**config.mk**
```make
export PLATFORM = sky130hd
export DESIGN_NAME = multi_timer_expiry_unit_top
export DESIGN_NICKNAME = d
export VERILOG_FILES = /design/src/design/mte_pkg.sv /design/src/design/multi_timer_expiry_unit_top.sv /design/src/design/mte_cell.sv /design/src/design/mte_ctrl.sv
export SDC_FILE = /design/constraint.sdc
export NUM_CORES = 2
export LEC_CHECK = 0
export BUFFER_PORTS_ARGS = -buffer_cell sky130_fd_sc_hd__buf_4
export CAP_MARGIN = 20
export CORE_AREA = 2 2 203 405
export DETAILED_ROUTE_END_ITERATION = 8
export DIE_AREA = 0 0 205 407
export PLACE_DENSITY = 0.71
export SYNTH_ARGS = -nofsm -noshare
export SYNTH_HDL_FRONTEND = slang
export SYNTH_SLANG_ARGS = --single-unit
export TNS_END_PERCENT = 1
```
**constraint.sdc**
```tcl
create_clock -name i_clk -period 3.5 [get_ports i_clk]
set_input_delay 0.175 -clock i_clk [delete_from_list [all_inputs] [get_ports i_clk]]
set_output_delay 0.175 -clock i_clk [all_outputs]
set_load 0.02 [all_outputs]
```
**src/design/mte_pkg.sv**
```systemverilog
// ----------------------------------------------------------------------------
// mte_pkg
// Types and constants shared by the timer expiry unit: action and status
// codes, the controller states and the per-timer record carried by the chain.
// ----------------------------------------------------------------------------
`default_nettype none

package mte_pkg;

    localparam int TIMERS_DEF = 16;
    localparam int TICK_W     = 32;
    localparam int TIME_W     = TICK_W + 1;
    localparam int ID_W       = 4;

    typedef enum logic [2:0] {
        ACT_TICK        = 3'd0,
        ACT_SET         = 3'd1,
        ACT_CANCEL      = 3'd2,
        ACT_CANCEL_NEXT = 3'd3,
        ACT_CANCEL_ALL  = 3'd4
    } t_action;

    typedef enum logic [1:0] {
        ST_OK            = 2'd0,
        ST_NOT_ARMED     = 2'd1,
        ST_ZERO_INTERVAL = 2'd2
    } t_status;

    localparam logic KIND_STATUS = 1'b0;
    localparam logic KIND_EXPIRY = 1'b1;

    typedef enum logic [1:0] {
        S_IDLE,
        S_SCAN,
        S_FLUSH
    } t_state;

    // One timer: deadline is the 33-bit time (epoch bit on top).
    typedef struct packed {
        logic [TIME_W-1:0] deadline;
        logic [TICK_W-1:0] period;
        logic              one_shot;
        logic              armed;
    } t_entry;

endpackage

`default_nettype wire

```
**src/design/multi_timer_expiry_unit_top.sv**
```systemverilog
// ----------------------------------------------------------------------------
// multi_timer_expiry_unit_top
// Bank of one-shot and periodic timers on a shared 33-bit tick time. Timer
// records circulate through a ring of cells past a single update point.
// ----------------------------------------------------------------------------
//
//  Channel   Handshake                  Payload
//  input     i_in_valid / o_in_stall    i_action, i_slot, i_interval,
//                                       i_single_use
//  output    o_out_valid / i_out_stall  o_kind, o_fired_id, o_status, o_last
//
// A transaction is accepted, then the ring rotates once so that every timer
// passes the head, and a flush step sends the final result. The input stalls
// until the flush is done. A stalled output holds the ring whenever a second
// due timer is found while a result is still waiting.
// Reset is synchronous and leaves every timer disarmed at time zero.
// ----------------------------------------------------------------------------
`default_nettype none

module multi_timer_expiry_unit_top #(
    parameter int TIMERS = mte_pkg::TIMERS_DEF
) (
    input  wire logic                        i_clk,
    input  wire logic                        i_rst_n,
    input  wire logic                        i_in_valid,
    output logic                             o_in_stall,
    input  wire logic [2:0]                  i_action,
    input  wire logic [mte_pkg::ID_W-1:0]    i_slot,
    input  wire logic [mte_pkg::TICK_W-1:0]  i_interval,
    input  wire logic                        i_single_use,
    output logic                             o_out_valid,
    input  wire logic                        i_out_stall,
    output logic                             o_kind,
    output logic [mte_pkg::ID_W-1:0]         o_fired_id,
    output logic [1:0]                       o_status,
    output logic                             o_last
);

    mte_pkg::t_entry w_cell [TIMERS];
    mte_pkg::t_entry w_tail;
    logic            w_shift;

    mte_ctrl #(
        .TIMERS (TIMERS)
    ) u_ctrl (
        .i_clk        (i_clk),
        .i_rst_n      (i_rst_n),
        .i_in_valid   (i_in_valid),
        .o_in_stall   (o_in_stall),
        .i_action     (i_action),
        .i_slot       (i_slot),
        .i_interval   (i_interval),
        .i_single_use (i_single_use),
        .o_out_valid  (o_out_valid),
        .i_out_stall  (i_out_stall),
        .o_kind       (o_kind),
        .o_fired_id   (o_fired_id),
        .o_status     (o_status),
        .o_last       (o_last),
        .i_head       (w_cell[0]),
        .o_tail       (w_tail),
        .o_shift      (w_shift)
    );

    // Records move toward cell 0; the updated head re-enters at the far end,
    // so after a full rotation every timer is back in its own cell.
    for (genvar k = 0; k < TIMERS; k++) begin : g_ring
        if (k == TIMERS - 1) begin : g_end
            mte_cell u_cell (
                .i_clk   (i_clk),
                .i_rst_n (i_rst_n),
                .i_shift (w_shift),
                .i_entry (w_tail),
                .o_entry (w_cell[k])
            );
        end else begin : g_mid
            mte_cell u_cell (
                .i_clk   (i_clk),
                .i_rst_n (i_rst_n),
                .i_shift (w_shift),
                .i_entry (w_cell[k+1]),
                .o_entry (w_cell[k])
            );
        end
    end

endmodule

`default_nettype wire

```
**src/design/mte_cell.sv**
```systemverilog
// ----------------------------------------------------------------------------
// mte_cell
// One link of the timer ring. Holds one timer record and passes it to its
// neighbor on every shift.
// ----------------------------------------------------------------------------
`default_nettype none

module mte_cell (
    input  wire logic            i_clk,
    input  wire logic            i_rst_n,
    input  wire logic            i_shift,
    input  wire mte_pkg::t_entry i_entry,
    output mte_pkg::t_entry      o_entry
);

    mte_pkg::t_entry r_entry;

    always_ff @(posedge i_clk) begin
        if (!i_rst_n) begin
            r_entry.armed    <= 1'b0;
            r_entry.one_shot <= 1'b1;
            r_entry.deadline <= '0;
            r_entry.period   <= '0;
        end else if (i_shift) begin
            r_entry <= i_entry;
        end
    end

    assign o_entry = r_entry;

endmodule

`default_nettype wire

```
**src/design/mte_ctrl.sv**
```systemverilog
// ----------------------------------------------------------------------------
// mte_ctrl
// Sequencer at the head of the timer ring: holds the current time, applies
// the command to each record as it passes the head, and orders the results.
// ----------------------------------------------------------------------------
`default_nettype none

module mte_ctrl #(
    parameter int TIMERS = mte_pkg::TIMERS_DEF
) (
    input  wire logic                        i_clk,
    input  wire logic                        i_rst_n,
    input  wire logic                        i_in_valid,
    output logic                             o_in_stall,
    input  wire logic [2:0]                  i_action,
    input  wire logic [mte_pkg::ID_W-1:0]    i_slot,
    input  wire logic [mte_pkg::TICK_W-1:0]  i_interval,
    input  wire logic                        i_single_use,
    output logic                             o_out_valid,
    input  wire logic                        i_out_stall,
    output logic                             o_kind,
    output logic [mte_pkg::ID_W-1:0]         o_fired_id,
    output logic [1:0]                       o_status,
    output logic                             o_last,
    input  wire mte_pkg::t_entry             i_head,
    output mte_pkg::t_entry                  o_tail,
    output logic                             o_shift
);

    localparam int CW = $clog2(TIMERS + 1);
    localparam logic [CW-1:0] LAST_IDX = CW'(TIMERS - 1);

    mte_pkg::t_state                r_state, n_state;
    logic [CW-1:0]                  r_cnt, n_cnt;
    logic [mte_pkg::TIME_W-1:0]     r_now, n_now;

    mte_pkg::t_action               r_act;
    logic [mte_pkg::ID_W-1:0]       r_id;
    logic [mte_pkg::TICK_W-1:0]     r_interval;
    logic                           r_single;

    logic                           r_pend_valid, n_pend_valid;
    logic                           r_pend_kind, n_pend_kind;
    logic [mte_pkg::ID_W-1:0]       r_pend_id, n_pend_id;
    mte_pkg::t_status               r_pend_status, n_pend_status;

    logic                           r_out_valid;
    logic                           r_out_kind;
    logic [mte_pkg::ID_W-1:0]       r_out_id;
    logic [1:0]                     r_out_status;
    logic                           r_out_last;

    logic                           w_accept;
    logic                           w_act_ok;
    logic                           w_out_free;
    logic                           w_hit;
    logic                           w_here;
    logic                           w_emit;
    logic                           w_emit_last;
    logic [mte_pkg::TICK_W-1:0]     w_addend;
    logic [mte_pkg::TIME_W-1:0]     w_sum;
    mte_pkg::t_entry                w_upd;

    // Ticks and cancel-all never address a timer; other actions must name
    // an existing one. Codes above cancel-all are dropped.
    always_comb begin
        case (i_action)
            mte_pkg::ACT_TICK,
            mte_pkg::ACT_CANCEL_ALL: w_act_ok = 1'b1;
            mte_pkg::ACT_SET,
            mte_pkg::ACT_CANCEL,
            mte_pkg::ACT_CANCEL_NEXT: w_act_ok = 32'(i_slot) < 32'(TIMERS);
            default: w_act_ok = 1'b0;
        endcase
    end

    assign o_in_stall = (r_state != mte_pkg::S_IDLE);
    assign w_accept   = i_in_valid && !o_in_stall;
    assign w_out_free = !r_out_valid || !i_out_stall;

    assign w_hit  = (r_act == mte_pkg::ACT_TICK) && i_head.armed && (i_head.deadline == r_now);
    assign w_here = (r_act == mte_pkg::ACT_CANCEL_ALL) ? (r_cnt == '0)
                                                        : (32'(r_cnt) == 32'(r_id));
    assign w_addend = (r_act == mte_pkg::ACT_TICK) ? i_head.period : r_interval;
    assign w_sum    = r_now + mte_pkg::TIME_W'(w_addend);

    always_comb begin
        n_state       = r_state;
        n_cnt         = r_cnt;
        n_now         = r_now;
        n_pend_valid  = r_pend_valid;
        n_pend_kind   = r_pend_kind;
        n_pend_id     = r_pend_id;
        n_pend_status = r_pend_status;
        w_emit        = 1'b0;
        w_emit_last   = 1'b0;
        o_shift       = 1'b0;
        w_upd         = i_head;

        unique case (r_state)
            mte_pkg::S_IDLE: begin
                if (w_accept && w_act_ok) begin
                    n_state = mte_pkg::S_SCAN;
                    n_cnt   = '0;
                end
            end

            mte_pkg::S_SCAN: begin
                // A second due timer must push the held one out first, so the
                // ring waits while the output register is still occupied.
                if (!(w_hit && r_pend_valid && !w_out_free)) begin
                    o_shift = 1'b1;
                    n_cnt   = r_cnt + 1'b1;
                    if (r_cnt == LAST_IDX) begin
                        n_state = mte_pkg::S_FLUSH;
                    end
                    if (w_hit) begin
                        w_emit        = r_pend_valid;
                        n_pend_valid  = 1'b1;
                        n_pend_kind   = mte_pkg::KIND_EXPIRY;
                        n_pend_id     = mte_pkg::ID_W'(r_cnt);
                        n_pend_status = mte_pkg::ST_OK;
                        if (i_head.one_shot) begin
                            w_upd.armed = 1'b0;
                        end else begin
                            w_upd.deadline = w_sum;
                        end
                    end
                    if (r_act == mte_pkg::ACT_CANCEL_ALL) begin
                        w_upd.armed = 1'b0;
                    end
                    if (w_here && (r_act != mte_pkg::ACT_TICK)) begin
                        n_pend_valid  = 1'b1;
                        n_pend_kind   = mte_pkg::KIND_STATUS;
                        n_pend_id     = (r_act == mte_pkg::ACT_CANCEL_ALL) ? '0 : r_id;
                        n_pend_status = mte_pkg::ST_OK;
                        case (r_act)
                            mte_pkg::ACT_SET: begin
                                if (r_interval == '0) begin
                                    n_pend_status = mte_pkg::ST_ZERO_INTERVAL;
                                end else begin
                                    w_upd.period   = r_interval;
                                    w_upd.one_shot = r_single;
                                    w_upd.deadline = w_sum;
                                    w_upd.armed    = 1'b1;
                                end
                            end
                            mte_pkg::ACT_CANCEL: begin
                                if (!i_head.armed) begin
                                    n_pend_status = mte_pkg::ST_NOT_ARMED;
                                end
                                w_upd.armed = 1'b0;
                            end
                            mte_pkg::ACT_CANCEL_NEXT: begin
                                w_upd.one_shot = 1'b1;
                            end
                            default: begin
                            end
                        endcase
                    end
                end
            end

            mte_pkg::S_FLUSH: begin
                if (!r_pend_valid || w_out_free) begin
                    w_emit       = r_pend_valid;
                    w_emit_last  = 1'b1;
                    n_pend_valid = 1'b0;
                    n_state      = mte_pkg::S_IDLE;
                    // The epoch bit toggles on its own when the low word wraps.
                    if (r_act == mte_pkg::ACT_TICK) begin
                        n_now = r_now + 1'b1;
                    end else if (r_act == mte_pkg::ACT_CANCEL_ALL) begin
                        n_now = '0;
                    end
                end
            end

            default: begin
                n_state = mte_pkg::S_IDLE;
            end
        endcase
    end

    assign o_tail = w_upd;

    always_ff @(posedge i_clk) begin
        if (!i_rst_n) begin
            r_state      <= mte_pkg::S_IDLE;
            r_cnt        <= '0;
            r_now        <= '0;
            r_pend_valid <= 1'b0;
            r_out_valid  <= 1'b0;
        end else begin
            r_state      <= n_state;
            r_cnt        <= n_cnt;
            r_now        <= n_now;
            r_pend_valid <= n_pend_valid;
            if (w_emit) begin
                r_out_valid <= 1'b1;
            end else if (!i_out_stall) begin
                r_out_valid <= 1'b0;
            end
        end
    end

    always_ff @(posedge i_clk) begin
        if (w_accept) begin
            r_act      <= mte_pkg::t_action'(i_action);
            r_id       <= i_slot;
            r_interval <= i_interval;
            r_single   <= i_single_use;
        end
        r_pend_kind   <= n_pend_kind;
        r_pend_id     <= n_pend_id;
        r_pend_status <= n_pend_status;
        if (w_emit) begin
            r_out_kind   <= r_pend_kind;
            r_out_id     <= r_pend_id;
            r_out_status <= r_pend_status;
            r_out_last   <= w_emit_last;
        end
    end

    assign o_out_valid = r_out_valid;
    assign o_kind      = r_out_kind;
    assign o_fired_id  = r_out_id;
    assign o_status    = r_out_status;
    assign o_last      = r_out_last;

endmodule

`default_nettype wire

```
### Word-level counts from Yosys, hierarchy flattened

Index checks and enable logic that the tools add are counted.

* input port bits: 44
* logic and storage cells: 181
* output and inout bits: 10
* bits in registers: 1169

* bitwise gates (word level): 1
* reduce and logical (&&, ||, !) cells: 31
* mux-type cells: 47
* equal/unequal tests: 19
* add/subtract/negate cells: 3

Operators by type and width (count)
* $mux 67: 4
* $mux 33: 4
* $mux 65: 1
* $add 33x1->33 const B: 1
* $add 33x32->33: 1
* $eq 33x33->1: 1
* $logic_not 32->1: 1
* $mux 32: 1
* $mux 1: 18
* $mux 2: 7
* $eq 3x2->1 const B: 4
* $mux 4: 3
* $mux 5: 2
* $pmux 5 s2: 1
* $reduce_bool 2->1: 5
* $reduce_and 3->1: 3
* $ne 2x1->1 const B: 4
* $pmux 1 s2: 4
* $reduce_and 4->1: 2
* $logic_and 1x1->1: 7
* $eq 3x1->1 const B: 2
* $eq 3x3->1 const B: 2
* $logic_not 3->1: 2
* $pmux 2 s3: 1
* other kinds (15): 20

### Logic depth before layout (Yosys ltp)

* depth in word-level cells: 10
* gate-level depth with buffers: 15
* mapped depth without buffers: 14

### Cells and area by module

From an unflattened synthesis, not the netlist that was laid out.

* cell total of the unflattened synthesis: 4223
* area, all modules: 48131.2 um2

Modules (own cells, without submodules)
* mte_cell: area an instance 2566.2 um2, seq. area each 1341.3 um2, instances 16, cells an instance 216
* mte_ctrl: area an instance 7071.8 um2, seq. area each 2492.4 um2, instances 1, cells an instance 767

### Worst setup path before layout

No wires, ideal clock.

* path kind: reg2reg
* start: register u_ctrl.r_act[1]
* end: register g_ring[15].g_end.u_cell.r_entry, in the netlist g_ring[15].g_end.u_cell.o_entry[64]
* setup slack: -0.168 ns
* path buffers: 1
* stages on the path, launching flop included: 15
* clock period less this slack: 3.668 ns
* data required time: 3.375 ns
* arrival: 3.543 ns
* library setup time: 0.125 ns
* path through: edfxtp_1 nor3_4 clkbuf_1 mux2_2 ha_1 inv_1 fa_1 nand2b_1 a21oi_1 nor2b_1 o31a_1 o21ai_1 a31oi_1 nor4b_1 o41ai_2

* cells in the longest elaborated chain, start to end: 10
* elaborated cells between the ends (all ways): 21
* classes of those cells: add/sub (1); eq/ne (2); mux (11); reduce/logical (7)

Ends and longest elaborated chain
* start: declaration: line mte_ctrl.sv:37 `mte_pkg::t_action r_act;`
* start signal: assignment: line mte_ctrl.sv:209 `r_act <= mte_pkg::t_action'(i_action);`
* $logic_not 3->1: line mte_ctrl.sv:81, mte_ctrl.sv:84
* $mux 32: line mte_ctrl.sv:84 `assign w_addend = (r_act == mte_pkg::ACT_TICK) ? i_head.period : r_interval;`
* $add 33x32->33: line mte_ctrl.sv:85 `assign w_sum = r_now + mte_pkg::TIME_W'(w_addend);`
* $mux 33: line mte_ctrl.sv:123 `if (i_head.one_shot) begin`
* $mux 33: line mte_ctrl.sv:117 `if (w_hit) begin`
* $mux 67: line mte_ctrl.sv:139 `if (r_interval == '0) begin`
* $mux 65: line mte_ctrl.sv:137 `case (r_act)`
* $mux 67: line mte_ctrl.sv:132 `if (w_here && (r_act != mte_pkg::ACT_TICK)) begin`
* $mux 67: line mte_ctrl.sv:111 `if (!(w_hit && r_pend_valid && !w_out_free)) begin`
* $mux 67: line mte_ctrl.sv:100 `unique case (r_state)`
* end signal: assignment: line mte_cell.sv:25 `r_entry <= i_entry;`
* end: declaration: line mte_cell.sv:16 `mte_pkg::t_entry r_entry;`

Several ways; a longest one is shown, not always the timed one.
A chain may end at the register's enable or synchronous reset.

### Worst setup path after layout

* start: register u_ctrl.r_act[1]
* end: register g_ring[15].g_end.u_cell.r_entry, in the netlist g_ring[15].g_end.u_cell.o_entry[66]

Same word-level chain as after synthesis.

==> summary.md <==
| Metric | Value |
|---|---|
| CP cell instances | nor3_4 -> buf_12 -> buf_12 -> mux2_4 -> ha_4 -> buf_4 -> a211oi_2 -> o21ai_1 -> a41oi_2 -> buf_4 -> nand2_2 -> o21ai_2 -> o21a_2 -> buf_6 -> o311ai_4 -> a41o_1 |
| Fmax | 0.294 GHz |
| Initial Util | 0.558 |
| Die Y | 407 um |
| Gate Count Post-Synth | 5402 |
| Gpl congestion | 0.912 |
| P per Cell Area | 632 mW/mm^2 |
| Slew Viols, Final | 0 |
| Combinational fraction of design power | 0.180 |
| Initial DRC count | around 2600 |
| Die ar. | 0.0834 mm^2 |
| Vias in the first global route | 32500 |
| CP Data Required Time | around 4100 ps |
| Final period util | 0.971 |
| R2r endpoint | g_ring[15].g_end.u_cell.o_entry[66] |
| Layout Area Growth over Synthesis | 12.9% |
| Yosys cell types | between 70 and 80 |
| Crit path max-delay cell type | edfxtp_1 |
| Final hold violations | 0 |
| Reg power frac | 0.447 |
| Crit path launch type | register |
| Residual DRC | 0 |
| YS warnings | 0 |
| Finish-stage setup viols | 0 |
| Register area share after synthesis | 0.535 |
| Clock Skew | 34.6 ps |
| Worst EP arrival | around 4000 ps |
| Synth area leaders | dfxtp_1 (50%), nand2_1 (18%), a21oi_1 (10%) |
| Depth of the CTS H-tree | 3 |
| Initial antenna violation count | 0 |
| CP Depth | 16 |
| Core ar. | about 0.08 mm^2 |
| Clock Path Buffers | 3 |
| Hold EP | u_ctrl.r_interval[18] |
| Seq cells post-synth | ~1200 |
| Sw Share | 0.301 |
| DP Worst Slack | -261 ps |
| Drt pass-1 iters | 6 |
| Fill cell count | 6976 |
| Max Cap Violations | 0 |
| Die width | approximately 210 um |
| Crit Path Class | register to register |
| Status | finished clean |
| Clk_lat worst skew | around 700 ps |
| Cell count of the worst hold path | 2 |
| Clock group share of total power | 0.373 |
| Max VDD drop | 0.402 mV |
| Row count | 147 |
| Tightest Pin Transition | around 900 ps |
| Post-synth top flop | dfxtp_1 |
| Buf+Inv Stages, Crit Path | 5 |
| First-pass GRT wire length | 170 mm |
| Clock Sinks | ~1200 |
| Reg2reg start | u_ctrl.r_act[1] |
| Rel. slew slack | 0.402 |
| Vias per inst | 5.40 |
| Post-synth EDFFs | 55 |
| Final Hold Slack | 201 ps |
| Antenna diodes | 0 |
| CTS tree | built |
| I/O Pins | 54 |
| Hold WC Path Type | input port to register |
| Int Power | 22.3 mW |
| Post-synth top cells | nand2_1 (2091), dfxtp_1 (1114), a21oi_1 (938), clkbuf_1 (196), nor2_1 (134) |
| Beginning of the worst hold path | i_interval[18] |
| Layout Nets | 5483 |
| Crit Path Max Fanout | 8 |
| Drt total wl | 107 mm |
| Sw Pwr | just under 10 mW |
| Crit end category | register |
| Count leader, synth | nand2_1 |
| Worst r2r path cells | 16 |
| GRT overflow | 0 |
| Syn_nets | 5487 |
| Slowest stage delay, CP | 430 ps |
| Largest net degree at the start of global routing | 185 |
| Clk root buf | clkbuf_16 |
| Unrepaired setup endpoints after global routing | true |
| Yosys top cell area share | 0.498 |
| Clock transition at the registers of the reported paths | 70 ps |
| Avg WL per Cell | around 16 um |
| Gr usage total | 0.254 |
| Synth Area per Inst | 8.29 um^2 |
| CTS buffer count | 97 |
| Vias | ~35000 |
| Top delay family on crit path | compound AO/OA/AOI/OAI gates |
| Antenna-violating nets left | 0 |
| Static leakage | between 15 and 20 nW |
| Port bufs | 53 |
| Layout cells sized above 1 | 0.0972 |
| DP HPWL | 68.7 mm |
| Async SR Flop Fraction | 0 |
| R2R setup slack | 100 ps |
| Mapped cell area | 0.0448 mm^2 |
| Final worst slack | 103 ps |
| Cell accounting for the most synthesized area | dfxtp_1 |
| Post-route minimum period | 3400 ps |
==> metal layers <==
metal  share of wire  up-vias  global-route usage
met2            0.50      638               0.446
met5               0        -                   0
met3           0.038      245              0.0396
li1                -    17700                   -
met1            0.41    16700               0.297
met4           0.052        0               0.128
==> cell families after synthesis <==
| group | synth area share |
|---|---|
| xor+xnor | 0.0174 |
| flops | 0.535 |
| simple gates | 0.208 |
| compound gates | 0.157 |
| mux | 0.0165 |
| buf+inv | 0.0546 |
| fa+ha+maj | 0.0116 |
==> layout by cell type, fill, tap and decap left out, drive strengths merged, types with 4 or more instances in the layout <==
| cell type | Yosys | layout |
|---|---|---|
| clkbuf | 197 | 140 |
| xor2 | 64 | 64 |
| xnor2 | 25 | 25 |
| a21o | 15 | 15 |
| edfxtp | 55 | 55 |
| o211a | 6 | 6 |
| a21boi | 122 | 122 |
| o21a | 7 | 7 |
| nand4 | 20 | 20 |
| o21ai | 51 | 51 |
| mux2i | 38 | 38 |
| buf | 189 | 240 |
| nor2b | 8 | 8 |
| and2 | 8 | 8 |
| o41ai | 5 | 5 |
| inv | 22 | 24 |
| o211ai | 7 | 7 |
| nor3 | 24 | 24 |
| and3 | 12 | 12 |
| dfxtp | 1114 | 1114 |
| or3 | 4 | 4 |
| bufinv | 0 | 15 |
| ha | 40 | 40 |
| nand2 | 2091 | 2091 |
| nand3 | 41 | 41 |
| mux2 | 32 | 32 |
| nand2b | 8 | 8 |
| nor4 | 19 | 19 |
| a31oi | 5 | 5 |
| nor2 | 134 | 134 |
| a21oi | 941 | 941 |
| a211oi | 48 | 48 |
| o21bai | 5 | 5 |
| dlygate4sd3 | 0 | 43 |
| clkinv | 0 | 24 |
==> state kept, by name (all words and copies together) (netlist names), 2 cells and up <==
signal / flops
u_ctrl.r_pend_status: 2
u_ctrl.r_act: 3
g_ring.g_end.u_cell.o_entry: 67
u_ctrl.r_state: 2
u_ctrl.o_fired_id: 4
u_ctrl.r_now: 33
u_ctrl.r_interval: 32
u_ctrl.r_pend_id: 4
u_ctrl.o_status: 2
u_ctrl.r_cnt: 5
g_ring.g_mid.u_cell.o_entry: 1005
u_ctrl.r_id: 4
==> area by class of cell <==
| class | count | area [um^2] | area share |
|---|---|---|---|
| tap | 1043 | 1310 | 0.0258 |
| clock inverter | 43 | 647 | 0.0128 |
| sequential | 1169 | 24000 | 0.474 |
| clock buffer | 140 | 2920 | 0.0578 |
| multi-input combinational | 3825 | 18900 | 0.374 |
| inverter | 22 | 90.1 | 0.00178 |
| timing repair buffer | 283 | 2760 | 0.0545 |
==> per-stage QoR <==
stage | total power [mW] | setup TNS, ps | cells | cell area [um^2] | utilization
CTS | 32.1 | -22.5 | 6519 | 50100 | 0.625
floorplan | 19.2 | -2.32 | 5402 | 44800 | -
global placement | 20.2 | -715 | 6286 | 45900 | 0.572
finish | 32.0 | 0 | 6525 | 50600 | 0.630
detailed placement | 20.2 | -1020 | 6286 | 45900 | 0.572
global route | 33.3 | -193 | 6525 | 50600 | 0.630
==> power by group through the flow <==
stage	sequential (mW)	clock (mW)	combinational, mW
floorplan	14.4	0	4.81
global placement	14.6	0	5.58
detailed placement	14.6	0	5.59
CTS	14.3	12.2	5.69
global route	14.3	12.7	6.30
finish	14.3	11.9	5.75
==> timing repair <==
action	4_1_cts	5_1_grt
endpoints found under the hold margin	90	0
buffers inserted	6	4
setup endpoints to repair	16	21
resized for setup	27	70
cloned	1	0
pin swaps	7	36
hold buffers	43	0
==> how the worst max path moves through the flow <==
stage / end / startpoint / slack [ps]
after floorplan: g_ring[15].g_end.u_cell.o_entry[64] / u_ctrl.r_act[1] / -2
final: g_ring[15].g_end.u_cell.o_entry[66] / u_ctrl.r_act[1] / 100
after global placement: g_ring[15].g_end.u_cell.o_entry[62] / u_ctrl.r_act[1] / -250
after detailed placement: g_ring[15].g_end.u_cell.o_entry[62] / u_ctrl.r_act[1] / -260
after global routing: g_ring[15].g_end.u_cell.o_entry[57] / u_ctrl.r_act[1] / -80
after CTS: g_ring[15].g_end.u_cell.o_entry[56] / u_ctrl.r_act[2] / -20
==> worst reg2reg max path: stages, from the launching register on <==
cell and delay [ps]:
edfxtp_1 430, nor3_4 240, buf_12 150, buf_12 150
mux2_4 330, ha_4 220, buf_4 140, a211oi_2 230
o21ai_1 120, a41oi_2 180, buf_4 140, nand2_2 80
o21ai_2 200, o21a_2 200, buf_6 120, o311ai_4 70
a41o_1 270
(Power assumes the default switching activity.)
